## config.mk

```make
export PLATFORM = sky130hd
export DESIGN_NAME = gaussian_metropolis_sampler
export DESIGN_NICKNAME = d
export VERILOG_FILES = /design/src/hdl/gms_pkg.sv /design/src/hdl/gms_divider.sv /design/src/hdl/gms_datapath.sv /design/src/hdl/gms_sequencer.sv /design/src/hdl/gaussian_metropolis_sampler.sv
export SDC_FILE = /design/constraint.sdc
export NUM_CORES = 2
export LEC_CHECK = 0
export CORE_ASPECT_RATIO = 1.25
export CORE_MARGIN = 1.5
export CORE_UTILIZATION = 60
export DETAILED_ROUTE_END_ITERATION = 8
export DONT_BUFFER_PORTS = 1
export PLACE_DENSITY = 0.76
export SLEW_MARGIN = 20
export SYNTH_ARGS = -nofsm -noshare
export SYNTH_HDL_FRONTEND = slang
export SYNTH_HIERARCHICAL = 1
export SYNTH_SLANG_ARGS = --single-unit
```

## constraint.sdc

```tcl
create_clock -name clk_i -period 25.1 [get_ports clk_i]
set_clock_uncertainty 0.15 [all_clocks]
set_input_delay 5.02 -clock clk_i [delete_from_list [all_inputs] [get_ports clk_i]]
set_output_delay 5.02 -clock clk_i [all_outputs]
set_load 0.01 [all_outputs]
```

## src/hdl/gms_pkg.sv

```systemverilog
// ----------------------------------------------------------------------------
// gms_pkg
// Shared types, constants and the control program of the Metropolis sampler.
// ----------------------------------------------------------------------------
package gms_pkg;

  // Fixed-point formats.
  localparam int FRAC_BITS = 12;
  localparam int UNIF_BITS = 16;
  localparam int POS_W     = 16;
  localparam int SW_W      = 14;
  localparam int CFG_W     = 16;
  localparam int CFG_IDX_W = 1;

  localparam logic [SW_W-1:0]  STEP_WIDTH_RESET = SW_W'(4096);
  localparam logic [POS_W-1:0] START_POS_RESET  = '0;

  // Configuration register indexes.
  localparam logic [CFG_IDX_W-1:0] REG_STEP_WIDTH     = 1'b0;
  localparam logic [CFG_IDX_W-1:0] REG_START_POSITION = 1'b1;

  // Shared multiplier: signed operands wide enough for a Q31 value of one.
  localparam int MUL_W  = 33;
  localparam int PROD_W = 2 * MUL_W;

  // Exponential: t = D / 2^(2F+1); g = t/16 in Q31 is D shifted left by two.
  localparam int EXP_SHIFT = 2 * FRAC_BITS + 1;
  localparam int G_LSHIFT  = 31 - (EXP_SHIFT + 4);
  localparam int G_W       = 31;
  localparam logic [31:0] DD_LIMIT = 32'(12) << EXP_SHIFT;
  localparam int TERMS     = 12;
  localparam int SQUARINGS = 4;

  // Serial divider by the term index: eight quotient bits per cycle.
  localparam int DIV_BITS  = 8;
  localparam int DIV_STEPS = 32 / DIV_BITS;
  localparam int DIV_CNT_W = $clog2(DIV_STEPS);

  // Program counter and named program steps.
  localparam int PC_W = 5;
  localparam logic [PC_W-1:0] STEP_FIRST   = 5'd0;
  localparam logic [PC_W-1:0] STEP_MUL_TG  = 5'd6;
  localparam logic [PC_W-1:0] STEP_DIV     = 5'd8;
  localparam logic [PC_W-1:0] STEP_MUL_EE  = 5'd11;
  localparam logic [PC_W-1:0] STEP_FINISH  = 5'd14;
  localparam logic [PC_W-1:0] STEP_ACCEPT  = 5'd15;
  localparam logic [PC_W-1:0] STEP_REJECT  = 5'd16;
  localparam logic [PC_W-1:0] STEP_RESTART = 5'd17;
  localparam logic [PC_W-1:0] STEP_LAST    = STEP_RESTART;

  typedef enum logic [4:0] {
    OP_NOP,
    OP_MUL_STEP,
    OP_MUL_XSQ,
    OP_MUL_XPSQ,
    OP_DIFF,
    OP_EXP_INIT,
    OP_MUL_TG,
    OP_DIV_LOAD,
    OP_DIV_STEP,
    OP_ACCUM,
    OP_CLAMP,
    OP_MUL_EE,
    OP_ROUND_E,
    OP_DECIDE,
    OP_FINISH,
    OP_SET_ACC,
    OP_SET_REJ,
    OP_RESTART
  } uop_e;

  typedef enum logic [3:0] {
    CND_NEXT,
    CND_ALWAYS,
    CND_RESTART,
    CND_DD_LE0,
    CND_DD_BIG,
    CND_DIV_MORE,
    CND_TERMS_MORE,
    CND_SQ_MORE,
    CND_OUT_BUSY
  } cond_e;

  typedef struct packed {
    uop_e             op;
    cond_e            cond;
    logic [PC_W-1:0]  target;
  } ucw_t;

  typedef struct packed {
    logic load;
    uop_e op;
  } ctrl_t;

  typedef struct packed {
    logic restart;
    logic dd_le0;
    logic dd_big;
    logic div_last;
    logic terms_done;
    logic squares_done;
    logic out_busy;
  } status_t;

  // Control store. Each step drives one datapath operation and may branch.
  function automatic ucw_t ucode(logic [PC_W-1:0] pc);
    ucw_t w;
    w = '{OP_NOP, CND_NEXT, STEP_FIRST};
    unique case (pc)
      5'd0:  w = '{OP_MUL_STEP, CND_RESTART,    STEP_RESTART};
      5'd1:  w = '{OP_MUL_XSQ,  CND_NEXT,       STEP_FIRST};
      5'd2:  w = '{OP_MUL_XPSQ, CND_NEXT,       STEP_FIRST};
      5'd3:  w = '{OP_DIFF,     CND_NEXT,       STEP_FIRST};
      5'd4:  w = '{OP_NOP,      CND_DD_LE0,     STEP_ACCEPT};
      5'd5:  w = '{OP_EXP_INIT, CND_DD_BIG,     STEP_REJECT};
      5'd6:  w = '{OP_MUL_TG,   CND_NEXT,       STEP_FIRST};
      5'd7:  w = '{OP_DIV_LOAD, CND_NEXT,       STEP_FIRST};
      5'd8:  w = '{OP_DIV_STEP, CND_DIV_MORE,   STEP_DIV};
      5'd9:  w = '{OP_ACCUM,    CND_TERMS_MORE, STEP_MUL_TG};
      5'd10: w = '{OP_CLAMP,    CND_NEXT,       STEP_FIRST};
      5'd11: w = '{OP_MUL_EE,   CND_NEXT,       STEP_FIRST};
      5'd12: w = '{OP_ROUND_E,  CND_SQ_MORE,    STEP_MUL_EE};
      5'd13: w = '{OP_DECIDE,   CND_NEXT,       STEP_FIRST};
      5'd14: w = '{OP_FINISH,   CND_OUT_BUSY,   STEP_FINISH};
      5'd15: w = '{OP_SET_ACC,  CND_ALWAYS,     STEP_FINISH};
      5'd16: w = '{OP_SET_REJ,  CND_ALWAYS,     STEP_FINISH};
      5'd17: w = '{OP_RESTART,  CND_ALWAYS,     STEP_FINISH};
      default: w = '{OP_NOP, CND_NEXT, STEP_FIRST};
    endcase
    return w;
  endfunction

endpackage

```

## src/hdl/gms_divider.sv

```systemverilog
// ----------------------------------------------------------------------------
// gms_divider
// Restoring divider of a 32-bit value by a small divisor, eight bits a cycle.
// ----------------------------------------------------------------------------
module gms_divider import gms_pkg::*; (
  input  logic        clk_i,
  input  logic        rst_ni,
  input  logic        load_i,
  input  logic        step_i,
  input  logic [31:0] num_i,
  input  logic [3:0]  den_i,
  output logic [31:0] quo_o,
  output logic        last_o
);

  logic [DIV_CNT_W-1:0] cnt_q, cnt_d;
  logic [31:0]          shr_q, shr_d;
  logic [3:0]           rem_q, rem_d;

  // The shift register starts as the dividend and ends as the quotient.
  always_comb begin
    logic [4:0] r5;
    shr_d = shr_q;
    rem_d = rem_q;
    for (int i = 0; i < DIV_BITS; i++) begin
      r5    = {rem_d, shr_d[31]};
      shr_d = {shr_d[30:0], 1'b0};
      if (r5 >= {1'b0, den_i}) begin
        r5       = r5 - {1'b0, den_i};
        shr_d[0] = 1'b1;
      end
      rem_d = r5[3:0];
    end
  end

  always_comb begin
    cnt_d = cnt_q;
    if (load_i) begin
      cnt_d = '0;
    end else if (step_i) begin
      cnt_d = cnt_q + 1'b1;
    end
  end

  always_ff @(posedge clk_i or negedge rst_ni) begin
    if (!rst_ni) begin
      cnt_q <= '0;
    end else begin
      cnt_q <= cnt_d;
    end
  end

  always_ff @(posedge clk_i) begin
    if (load_i) begin
      shr_q <= num_i;
      rem_q <= '0;
    end else if (step_i) begin
      shr_q <= shr_d;
      rem_q <= rem_d;
    end
  end

  assign quo_o  = shr_q;
  assign last_o = (cnt_q == DIV_CNT_W'(DIV_STEPS - 1));

endmodule

```

## src/hdl/gms_datapath.sv

```systemverilog
// ----------------------------------------------------------------------------
// gms_datapath
// Registers, shared multiplier and output stage, driven one operation a step.
// ----------------------------------------------------------------------------
module gms_datapath import gms_pkg::*; (
  input  logic                 clk_i,
  input  logic                 rst_ni,
  input  logic                 cfg_we_i,
  input  logic [CFG_IDX_W-1:0] cfg_index_i,
  input  logic [CFG_W-1:0]     cfg_data_i,
  input  ctrl_t                ctrl_i,
  input  logic                 restart_i,
  input  logic [15:0]          step_uniform_i,
  input  logic [15:0]          accept_uniform_i,
  input  logic                 out_stall_i,
  output status_t              status_o,
  output logic                 out_valid_o,
  output logic signed [15:0]   sample_o,
  output logic                 accepted_o
);

  logic [SW_W-1:0]         step_width_q;
  logic signed [POS_W-1:0] start_q;
  logic signed [POS_W-1:0] pos_q;
  logic                    restart_q;
  logic [15:0]             u_q;
  logic [15:0]             a_q;

  logic signed [PROD_W-1:0] prod_q;
  logic signed [POS_W-1:0]  xp_q;
  logic [30:0]              x2_q;
  logic signed [31:0]       dd_q;
  logic [G_W-1:0]           g_q;
  logic [31:0]              term_q;
  logic signed [33:0]       sum_q;
  logic [31:0]              e_q;
  logic [3:0]               k_q;
  logic                     acc_q;

  logic                     out_valid_q;
  logic signed [POS_W-1:0]  out_sample_q;
  logic                     out_accepted_q;

  logic                     mul_en;
  logic signed [MUL_W-1:0]  mul_a, mul_b;
  logic [32:0]              d_step;
  logic signed [35:0]       off_sum;
  logic signed [19:0]       xp_sum;
  logic signed [POS_W-1:0]  xp_sat;
  logic signed [31:0]       dd_d;
  logic [31:0]              quo;
  logic [63:0]              e_rnd;
  logic [47:0]              p_sum;
  logic [16:0]              prob;
  logic                     out_busy;
  logic                     commit;
  logic                     div_last;

  assign out_busy = out_valid_q && out_stall_i;
  assign commit   = (ctrl_i.op == OP_FINISH) && !out_busy;

  // Offset 2u-1 scaled to the full uniform range.
  assign d_step = {16'b0, u_q, 1'b0} - 33'h1_0000;

  always_comb begin
    mul_en = 1'b0;
    mul_a  = '0;
    mul_b  = '0;
    unique case (ctrl_i.op)
      OP_MUL_STEP: begin
        mul_en = 1'b1;
        mul_a  = $signed({{(MUL_W-SW_W){1'b0}}, step_width_q});
        mul_b  = $signed(d_step);
      end
      OP_MUL_XSQ: begin
        mul_en = 1'b1;
        mul_a  = {{(MUL_W-POS_W){pos_q[POS_W-1]}}, pos_q};
        mul_b  = mul_a;
      end
      OP_MUL_XPSQ: begin
        mul_en = 1'b1;
        mul_a  = {{(MUL_W-POS_W){xp_q[POS_W-1]}}, xp_q};
        mul_b  = mul_a;
      end
      OP_MUL_TG: begin
        mul_en = 1'b1;
        mul_a  = $signed({1'b0, term_q});
        mul_b  = $signed({2'b0, g_q});
      end
      OP_MUL_EE: begin
        mul_en = 1'b1;
        mul_a  = $signed({1'b0, e_q});
        mul_b  = mul_a;
      end
      default: begin
        mul_en = 1'b0;
      end
    endcase
  end

  // Proposal: round the scaled offset half up, then saturate the sum.
  always_comb begin
    off_sum = $signed(prod_q[35:0]) + 36'sd32768;
    xp_sum  = {{4{pos_q[POS_W-1]}}, pos_q} + off_sum[35:16];
    if (xp_sum > 20'sd32767) begin
      xp_sat = 16'sh7FFF;
    end else if (xp_sum < -20'sd32768) begin
      xp_sat = 16'sh8000;
    end else begin
      xp_sat = xp_sum[15:0];
    end
  end

  assign dd_d  = $signed({1'b0, prod_q[30:0]}) - $signed({1'b0, x2_q});
  assign e_rnd = prod_q[63:0] + 64'h4000_0000;
  assign p_sum = {e_q, 16'b0} + 48'h4000_0000;
  assign prob  = p_sum[47:31];

  gms_divider u_div (
    .clk_i  (clk_i),
    .rst_ni (rst_ni),
    .load_i (ctrl_i.op == OP_DIV_LOAD),
    .step_i (ctrl_i.op == OP_DIV_STEP),
    .num_i  (prod_q[62:31]),
    .den_i  (k_q),
    .quo_o  (quo),
    .last_o (div_last)
  );

  always_ff @(posedge clk_i or negedge rst_ni) begin
    if (!rst_ni) begin
      step_width_q <= STEP_WIDTH_RESET;
      start_q      <= START_POS_RESET;
    end else if (cfg_we_i) begin
      case (cfg_index_i)
        REG_STEP_WIDTH:     step_width_q <= cfg_data_i[SW_W-1:0];
        REG_START_POSITION: start_q      <= cfg_data_i;
        default: ;
      endcase
    end
  end

  always_ff @(posedge clk_i) begin
    if (ctrl_i.load) begin
      restart_q <= restart_i;
      u_q       <= step_uniform_i;
      a_q       <= accept_uniform_i;
    end
    if (mul_en) begin
      prod_q <= mul_a * mul_b;
    end
    unique case (ctrl_i.op)
      OP_MUL_XSQ:  xp_q <= xp_sat;
      OP_MUL_XPSQ: x2_q <= prod_q[30:0];
      OP_DIFF:     dd_q <= dd_d;
      OP_EXP_INIT: begin
        g_q    <= {dd_q[G_W-1-G_LSHIFT:0], {G_LSHIFT{1'b0}}};
        term_q <= 32'h8000_0000;
        sum_q  <= 34'sh0_8000_0000;
        k_q    <= 4'd1;
      end
      OP_ACCUM: begin
        term_q <= quo;
        // Odd powers of -g subtract, even powers add.
        if (k_q[0]) begin
          sum_q <= sum_q - $signed({2'b0, quo});
        end else begin
          sum_q <= sum_q + $signed({2'b0, quo});
        end
        k_q <= k_q + 1'b1;
      end
      OP_CLAMP: begin
        if (sum_q[33]) begin
          e_q <= '0;
        end else if (sum_q > 34'sh0_8000_0000) begin
          e_q <= 32'h8000_0000;
        end else begin
          e_q <= sum_q[31:0];
        end
        k_q <= '0;
      end
      OP_ROUND_E: begin
        e_q <= e_rnd[62:31];
        k_q <= k_q + 1'b1;
      end
      OP_RESTART:  xp_q <= start_q;
      default: ;
    endcase
  end

  always_ff @(posedge clk_i or negedge rst_ni) begin
    if (!rst_ni) begin
      acc_q       <= 1'b0;
      pos_q       <= '0;
      out_valid_q <= 1'b0;
    end else begin
      unique case (ctrl_i.op)
        OP_DECIDE:  acc_q <= (prob > {1'b0, a_q});
        OP_SET_ACC: acc_q <= 1'b1;
        OP_SET_REJ: acc_q <= 1'b0;
        OP_RESTART: acc_q <= 1'b1;
        default: ;
      endcase
      if (commit) begin
        out_valid_q <= 1'b1;
        if (acc_q) begin
          pos_q <= xp_q;
        end
      end else if (!out_stall_i) begin
        out_valid_q <= 1'b0;
      end
    end
  end

  always_ff @(posedge clk_i) begin
    if (commit) begin
      out_sample_q   <= acc_q ? xp_q : pos_q;
      out_accepted_q <= acc_q;
    end
  end

  assign status_o.restart      = restart_q;
  assign status_o.dd_le0       = dd_q[31] || (dd_q == '0);
  assign status_o.dd_big       = !dd_q[31] && (dd_q >= $signed(DD_LIMIT));
  assign status_o.div_last     = div_last;
  assign status_o.terms_done   = (k_q == 4'(TERMS));
  assign status_o.squares_done = (k_q == 4'(SQUARINGS - 1));
  assign status_o.out_busy     = out_busy;

  assign out_valid_o = out_valid_q;
  assign sample_o    = out_sample_q;
  assign accepted_o  = out_accepted_q;

`ifndef SYNTHESIS
  a_reject_keeps_pos: assert property (@(posedge clk_i) disable iff (!rst_ni)
    commit && !acc_q |=> $stable(pos_q))
    else $error("rejected proposal changed the position");

  a_commit_shows_pos: assert property (@(posedge clk_i) disable iff (!rst_ni)
    commit |=> out_valid_q && (out_sample_q == pos_q))
    else $error("emitted sample differs from the chain position");
`endif

endmodule

```

## src/hdl/gms_sequencer.sv

```systemverilog
// ----------------------------------------------------------------------------
// gms_sequencer
// Step counter over the control store with conditional branches.
// ----------------------------------------------------------------------------
module gms_sequencer import gms_pkg::*; (
  input  logic    clk_i,
  input  logic    rst_ni,
  input  logic    in_valid_i,
  input  status_t status_i,
  output logic    in_stall_o,
  output ctrl_t   ctrl_o
);

  logic            busy_q, busy_d;
  logic [PC_W-1:0] pc_q, pc_d;
  ucw_t            word;
  logic            taken;

  assign word = ucode(pc_q);

  always_comb begin
    unique case (word.cond)
      CND_NEXT:       taken = 1'b0;
      CND_ALWAYS:     taken = 1'b1;
      CND_RESTART:    taken = status_i.restart;
      CND_DD_LE0:     taken = status_i.dd_le0;
      CND_DD_BIG:     taken = status_i.dd_big;
      CND_DIV_MORE:   taken = !status_i.div_last;
      CND_TERMS_MORE: taken = !status_i.terms_done;
      CND_SQ_MORE:    taken = !status_i.squares_done;
      CND_OUT_BUSY:   taken = status_i.out_busy;
      default:        taken = 1'b0;
    endcase
  end

  always_comb begin
    busy_d = busy_q;
    pc_d   = pc_q;
    if (!busy_q) begin
      if (in_valid_i) begin
        busy_d = 1'b1;
        pc_d   = STEP_FIRST;
      end
    end else if (word.op == OP_FINISH && !status_i.out_busy) begin
      busy_d = 1'b0;
      pc_d   = STEP_FIRST;
    end else if (taken) begin
      pc_d = word.target;
    end else begin
      pc_d = pc_q + 1'b1;
    end
  end

  always_ff @(posedge clk_i or negedge rst_ni) begin
    if (!rst_ni) begin
      busy_q <= 1'b0;
      pc_q   <= STEP_FIRST;
    end else begin
      busy_q <= busy_d;
      pc_q   <= pc_d;
    end
  end

  assign in_stall_o = busy_q;
  assign ctrl_o.load = in_valid_i && !busy_q;
  assign ctrl_o.op   = busy_q ? word.op : OP_NOP;

`ifndef SYNTHESIS
  a_start_at_first: assert property (@(posedge clk_i) disable iff (!rst_ni)
    in_valid_i && !busy_q |=> busy_q && (pc_q == STEP_FIRST))
    else $error("item taken but program did not start at its first step");

  a_pc_in_program: assert property (@(posedge clk_i) disable iff (!rst_ni)
    busy_q |-> pc_q <= STEP_LAST)
    else $error("step counter left the program");
`endif

endmodule

```

## src/hdl/gaussian_metropolis_sampler.sv

```systemverilog
// ----------------------------------------------------------------------------
// gaussian_metropolis_sampler
// Random-walk Metropolis sampler of the standard normal density, Q3.12.
// ----------------------------------------------------------------------------
// Usage: each input item carries a restart bit and two 16-bit uniforms; every
// item yields exactly one result item (sample, accepted). Both channels use
// valid/stall; an item moves on a rising edge with valid high and stall low.
// Registers step_width (index 0) and start_position (index 1) are written
// through cfg_we_i/cfg_index_i/cfg_data_i; the user must write them only while
// the block is idle, which the block itself does not enforce.
// One item is processed at a time; in_stall_o is high while it is at work.
// The path of an item depends on its case: a restart, a proposal that does not
// raise the energy, an acceptance probability of zero, or the exponential, the
// longest case, set by the twelve-term series, each term one pass through the
// shared 33x33 multiplier and a serial divide by the term index. The next input
// item can be taken in the cycle after the edge that raises out_valid_o.
// A finished result waits in the output register; if the receiver stalls,
// the next item is still taken and runs until its own result is due.
// Reset clears the position to zero and restores the register defaults.
// ----------------------------------------------------------------------------
module gaussian_metropolis_sampler import gms_pkg::*; (
  input  logic                 clk_i,
  input  logic                 rst_ni,
  input  logic                 cfg_we_i,
  input  logic [CFG_IDX_W-1:0] cfg_index_i,
  input  logic [CFG_W-1:0]     cfg_data_i,
  input  logic                 in_valid_i,
  output logic                 in_stall_o,
  input  logic                 restart_i,
  input  logic [15:0]          step_uniform_i,
  input  logic [15:0]          accept_uniform_i,
  output logic                 out_valid_o,
  input  logic                 out_stall_i,
  output logic signed [15:0]   sample_o,
  output logic                 accepted_o
);

  ctrl_t   ctrl;
  status_t status;

  gms_sequencer u_seq (
    .clk_i      (clk_i),
    .rst_ni     (rst_ni),
    .in_valid_i (in_valid_i),
    .status_i   (status),
    .in_stall_o (in_stall_o),
    .ctrl_o     (ctrl)
  );

  gms_datapath u_dp (
    .clk_i            (clk_i),
    .rst_ni           (rst_ni),
    .cfg_we_i         (cfg_we_i),
    .cfg_index_i      (cfg_index_i),
    .cfg_data_i       (cfg_data_i),
    .ctrl_i           (ctrl),
    .restart_i        (restart_i),
    .step_uniform_i   (step_uniform_i),
    .accept_uniform_i (accept_uniform_i),
    .out_stall_i      (out_stall_i),
    .status_o         (status),
    .out_valid_o      (out_valid_o),
    .sample_o         (sample_o),
    .accepted_o       (accepted_o)
  );

endmodule

```

# Yosys cells after proc, flatten, opt, wreduce, memory -nomap -nowiden

Memories as Yosys holds them, arrays and structs flattened.
Cells that the tools add are included.

Register bits after elaboration: 415
ROM bits: 448
Output and inout bits: 19
Memories: 1

Add/sub/neg operators: 19
Multipliers: 1
$lt $le $gt $ge: 13
Equality and inequality tests: 30
Multiplexer cells: 46
Bitwise operators: 1
Reductions and logical operators: 25

Memory list:

| name            | words | bits a word | rd ports | clocked after memory_dff | wr ports | RTL line       | source |
|---|---|---|---|---|---|---|---|
| (no name shown) | 32    | 14          | 1        | 0                        | 0        | gms_pkg.sv:109 | `unique case (pc)` |

Operators with widths:

| cell                     | number |
|---|---|
| $pmux W33 S5             | 2 |
| $mux W32                 | 4 |
| $pmux W32 S2             | 2 |
| $pmux W34 S2             | 1 |
| $add A63 B31 Y63 const B | 1 |
| $mul A33 B33 Y63         | 1 |
| $add A48 B31 Y48 const B | 1 |
| $mux W16                 | 3 |
| $eq A5 B4 Y1 const B     | 9 |
| $ge A5 B4 Y1             | 8 |
| $add A36 B17 Y36 const B | 1 |
| $add A34 B33 Y34         | 1 |
| $gt A34 B33 Y1 const B   | 1 |
| $mux W34                 | 1 |
| $sub A34 B33 Y34         | 1 |
| $ge A32 B30 Y1 const B   | 1 |
| $logic_not A32 Y1        | 1 |
| $mux W4                  | 8 |
| $pmux W16 S2             | 1 |
| $sub A31 B31 Y32         | 1 |
| $sub A4 B4 Y4            | 8 |
| $mux W5                  | 5 |
| $add A20 B20 Y20         | 1 |
| $eq A5 B3 Y1 const B     | 4 |
| 30 further kinds         | 68 |

# Longest topological paths before layout

Word-level depth: 18
Depth in mapped cells: 62
Depth with buffers taken out: 61

# Hierarchy

The synthesis kept the hierarchy.

By module, submodules not included:

| module        | instances | cells each | area each (µm²) |
|---|---|---|---|
| gms_datapath  | 1         | 5863       | 57043.5 |
| gms_divider   | 1         | 341        | 3535.9 |
| gms_sequencer | 1         | 138        | 1007.2 |

# Worst setup path before layout

No wires, ideal clock.

Path kind: register -> register
Start point: register u_dp.k_q[1]
End point: register u_dp.u_div.shr_q[0] (netlist: u_dp/u_div/quo_o[0]) (data pin)
Setup time: 0.260 ns
Arrival time: 11.580 ns
Data required time: 24.690 ns
Setup slack: 13.110 ns
Stages on the path, launching flop included: 54
Clock period less this slack: 11.990 ns
Cell sequence: edfxtp_1 -> inv_1 -> ha_1 -> a2111oi_4 -> nor2_1 -> o21ai_0 -> ha_1 -> o21ai_0 -> o21ai_1 -> nor2_1 -> a21oi_1 -> a31o_2 -> ha_1 -> a21oi_1 -> o21ai_0 -> nor3_1 -> mux2_2 -> ha_1 -> [18 not listed] -> nand2_1 -> nand4b_1 -> a21oi_1 -> ha_1 -> o21ai_0 -> nand2b_1 -> a21o_1 -> a21o_1 -> o41a_4 -> clkbuf_1 -> a21oi_1 -> ha_1 -> o21ai_0 -> nand2b_1 -> a21o_1 -> a21oi_1 -> nand2_1 -> mux2_2

Longest elaborated chain between the ends: 18

RTL lines:

| item                                                 | RTL line                             | source |
|---|---|---|
| start: declaration                                   | gms_datapath.sv:37                   | `logic [3:0] k_q;` |
| start signal: assignment                             | gms_datapath.sv:170                  | `k_q <= k_q + 1'b1;` |
| start signal: assignment                             | gms_datapath.sv:184                  | `k_q <= k_q + 1'b1;` |
| $sub A4 B4 Y4 / $ge A5 B4 Y1 (equally long branches) | gms_divider.sv:29, gms_divider.sv:28 |  |
| $mux W4                                              | gms_divider.sv:28                    | `if (r5 >= {1'b0, den_i}) begin` |
| $sub A4 B4 Y4 / $ge A5 B4 Y1 (equally long branches) | gms_divider.sv:29, gms_divider.sv:28 |  |
| $mux W4                                              | gms_divider.sv:28                    |  |
| $sub A4 B4 Y4 / $ge A5 B4 Y1 (equally long branches) | gms_divider.sv:29, gms_divider.sv:28 |  |
| $mux W4                                              | gms_divider.sv:28                    |  |
| $ge A5 B4 Y1 / $sub A4 B4 Y4 (equally long branches) | gms_divider.sv:28, gms_divider.sv:29 |  |
| $mux W4                                              | gms_divider.sv:28                    |  |
| [2 not listed]                                       | --                                   |  |
| $sub A4 B4 Y4 / $ge A5 B4 Y1 (equally long branches) | gms_divider.sv:29, gms_divider.sv:28 |  |
| $mux W4                                              | gms_divider.sv:28                    |  |
| $sub A4 B4 Y4 / $ge A5 B4 Y1 (equally long branches) | gms_divider.sv:29, gms_divider.sv:28 |  |
| $mux W4                                              | gms_divider.sv:28                    |  |
| $ge A5 B4 Y1 *                                       | gms_divider.sv:28                    |  |
| $mux W1 *                                            | gms_divider.sv:28                    |  |
| $mux W32 *                                           | gms_divider.sv:57                    | `end else if (step_i) begin` |
| $mux W32 *                                           | gms_divider.sv:54                    | `if (load_i) begin` |
| end signal: assignment                               | gms_divider.sv:55                    | `shr_q <= num_i;` |
| end signal: assignment                               | gms_divider.sv:58                    | `shr_q <= shr_d;` |
| end: declaration                                     | gms_divider.sv:17                    | `logic [31:0] shr_q, shr_d;` |

Every way passes the cells marked *; elsewhere a longest branch is shown, timed or not. The select of a mux whose other input is x is not followed.
A chain may end at the register's enable or synchronous reset.

==> out/results.ini <==
[outcome]
status = finished, final reports clean

[placed_design]
io_buffers = 0
dp_hpwl_um = 154000
gp_congestion = 1.03
placed_area_mm2 = 0.0636

[floorplanning]
fp-row-count = 131
ios = 74
die_h_um = 361
die_w_um = 290
start_util_pct = 60.4
core_area_mm2 = 0.102
die_area_mm2 = 0.105

[critical_path]
worstPathRequired_ps = 25310
critical_path_arrival_ps = 14250
critPathMaxStageDelay_ps = 970
crit_top_cell = fa_1
critPathMaxFanout = 50
critPathCaptureType = register
criticalPathCategory = reg2reg
cp-start-kind = register
slowest_stage = a221o_1

[drt]
initialDrtViolationCount = 5064
wl_per_cell_um = 26.1
viasPerCell = 6.26
firstDrtPassIters = 7
post-route-drc-count = 0
routed_wl_um = 199000
vias = 47700
antenna_left = 0

[logic_synthesis]
synthArstFlopShare_pct = 13.5
synthCells = 6342
syn-cell-area_mm2 = 0.0616
synth_cell_types = 112
synth_flop_cell = edfxtp_1
synth-seq-cells = 415
ys_warn_count = 6
synth_enable_flop_cells = 355
syn-num-nets = 7885
yosysSeqAreaShare_pct = 19.7
syn_avg_cell_area_um2 = 9.71

[sta]
worstMarginPinSlew_ps = 1230
min_period_over_period_pct = 55.9
setup_tns_ps = 0
fin_crit_ps = 14040
setup_violations = 0
max_freq_mhz = 71.2
finalHoldViolCount = 0
whs_ps = 304
final_max_slew_viol_count = 0
rsz0062_at_grt = no
relSlewSlack_pct = 17.4

[global_routing]
grt_overflow_total = 0
grt_pass1_vias = 49600
grt_pass1_wl_um = 301000
grt_use_total_pct = 39.2
antenna_found_initial = 11
grt_max_degree = 71

[clock_network]
cts_root_buffer = clkbuf_16
cts-resized-gates = 0
cts_buffer_depth = 3
cts_setup_buffers = 0
cts_max_level = 2
postCtsHoldBufs = 0
clkTransAtPathRegs_ps = 60
clkSinkCount = 415
tritoncts = built
cts_buffers = 46
clk_latency_ps = 620

[finish]
final_common_cell = inv_1
final_cell_mix = 1203 x inv_1, 1115 x fa_1, 717 x nor2_1
final_nets = 7794
fin_util_pct = 63.9
syn_to_final_growth_pct = 5.85
fillers = 8206
post-route-cell-area_mm2 = 0.0652
drive_gt1_share_pct = 7.17

[run]
cap_viol_max_count = 0

[worst_hold_path]
hp-class = reg2reg

## layer usage
| metal | global-route usage, % | part of all wire [%] | routed length (um) | up-vias |
|---|---|---|---|---|
| li1 | - | - | - | 19900 |
| met1 | 48.4 | 34 | 67000 | 23900 |
| met2 | 61.5 | 46 | 91600 | 3109 |
| met3 | 9.14 | 12 | 23100 | 843 |
| met4 | 26.0 | 8.5 | 16900 | 10 |
| met5 | 0 | 0.035 | 69 | - |
## cell type report
cell class                 count  area [um^2]  share of cell area, %
inverter                    1206         4530                   6.94
sequential                   415        12100                   18.6
clock buffer                  56         1260                   1.94
clock inverter                30          307                  0.470
timing repair buffer         141         1070                   1.64
antenna                        2         5.00                0.00768
tap                         1330         1660                   2.55
multi-input combinational   4441        44200                   67.8
## sequential cells by signal (all words and copies together), names as in the netlist, 2 cells and up
register	flops
u_dp/x2_q	31
u_dp/u_div/quo_o	32
u_dp/term_q	32
u_dp/k_q	4
u_seq/pc_q	5
u_dp/e_q	32
u_dp/sum_q	34
u_dp/g_q	29
u_dp/pos_q	16
u_dp/dd_q	32
u_dp/sample_o	16
u_dp/prod_q	63
u_dp/start_q	16
u_dp/xp_q	16
u_dp/u_q	16
u_dp/step_width_q	14
u_dp/a_q	16
u_dp/u_div/rem_q	4
u_dp/u_div/cnt_q	2
## worst paths after layout
| check | startpoint | end | slack, ps | cells past startpoint |
|---|---|---|---|---|
| setup / recovery | u_seq/pc_q[1]$_DFFE_PN0P_ | u_dp/prod_q[59]$_DFFE_PP_ | 11060 | 39 |
| hold / removal | u_dp/dd_q[12]$_DFFE_PN_ | u_dp/g_q[14]$_DFFE_PP_ | 300 | 0 |
| setup reg to reg | u_seq/pc_q[1]$_DFFE_PN0P_ | u_dp/prod_q[59]$_DFFE_PP_ | 11060 | 39 |
| hold reg to reg | u_dp/dd_q[12]$_DFFE_PN_ | u_dp/g_q[14]$_DFFE_PP_ | 300 | 0 |
| max in group asynchronous | rst_ni | u_dp/step_width_q[12]$_DFFE_PN1P_ | 20650 | 0 |
| min in group asynchronous | rst_ni | u_dp/acc_q$_DFFE_PN0P_ | 3940 | 0 |
## critical path: cells and delay by family (launching register included)
family	cells	cell delay, ps
XOR/XNOR	1	80
flip-flops	1	500
adder cells (fa/ha/maj)	10	4830
AND/OR/NAND/NOR	10	2910
AO/OA/AOI/OAI	10	3200
buffers and inverters	8	2030
## metrics by stage
step                std cells  setup slack [ps]
finish                   7621             11060
global route             7619             10290
CTS                      7618             11360
detailed placement       7532             11440
global placement         7527             11660
floorplan                6342             13110
## cells by family after synthesis
family	after synthesis	synth area share [%]
and+or+nand+nor	1809	12.6
adders and majority gates	1488	43.8
buffers and inverters	1486	9.16
AOI/OAI and AO/OA	763	8.82
DFF	415	19.7
xor gates and xnor gates	256	3.64
muxes	125	2.28
## Yosys cell counts, types with 6 or more instances
master / n / share of area, %
fa_1: 1115 / 36
clkbuf_1: 222 / 1.4
a221o_1: 59 / 0.96
a221oi_1: 59 / 0.84
o21a_1: 26 / 0.32
o21ai_1: 21 / 0.17
o211ai_1: 11 / 0.13
nor3_1: 46 / 0.37
mux2_2: 98 / 1.8
dfrtp_1: 55 / 2.2
xnor2_1: 175 / 2.5
or3_1: 13 / 0.13
nand2_1: 714 / 4.4
nor2_1: 722 / 4.4
buf_2: 29 / 0.24
and2_1: 41 / 0.42
o32ai_1: 6 / 0.085
o21ai_0: 123 / 1.0
nand3_1: 51 / 0.41
a31oi_1: 21 / 0.21
or2_2: 13 / 0.13
edfxtp_1: 355 / 17
mux2i_1: 22 / 0.36
o2111ai_1: 6 / 0.085
inv_1: 1203 / 7.3
and3_1: 26 / 0.26
nand4_1: 29 / 0.29
nor3b_1: 7 / 0.085
a22o_1: 7 / 0.10
a211oi_1: 11 / 0.13
nand2b_1: 38 / 0.39
nor2b_1: 41 / 0.42
a31o_2: 7 / 0.10
o21bai_1: 20 / 0.24
a21oi_1: 203 / 1.6
buf_1: 23 / 0.14
nor4_1: 25 / 0.25
xor2_1: 81 / 1.2
ha_1: 373 / 7.6
a211o_1: 9 / 0.13
a21o_1: 79 / 0.96
and4_1: 13 / 0.18
a21boi_0: 8 / 0.098
Power is left out: the tool's default activity adds up to more than one toggle a clock period on the data nets, which glitch-free logic cannot reach.
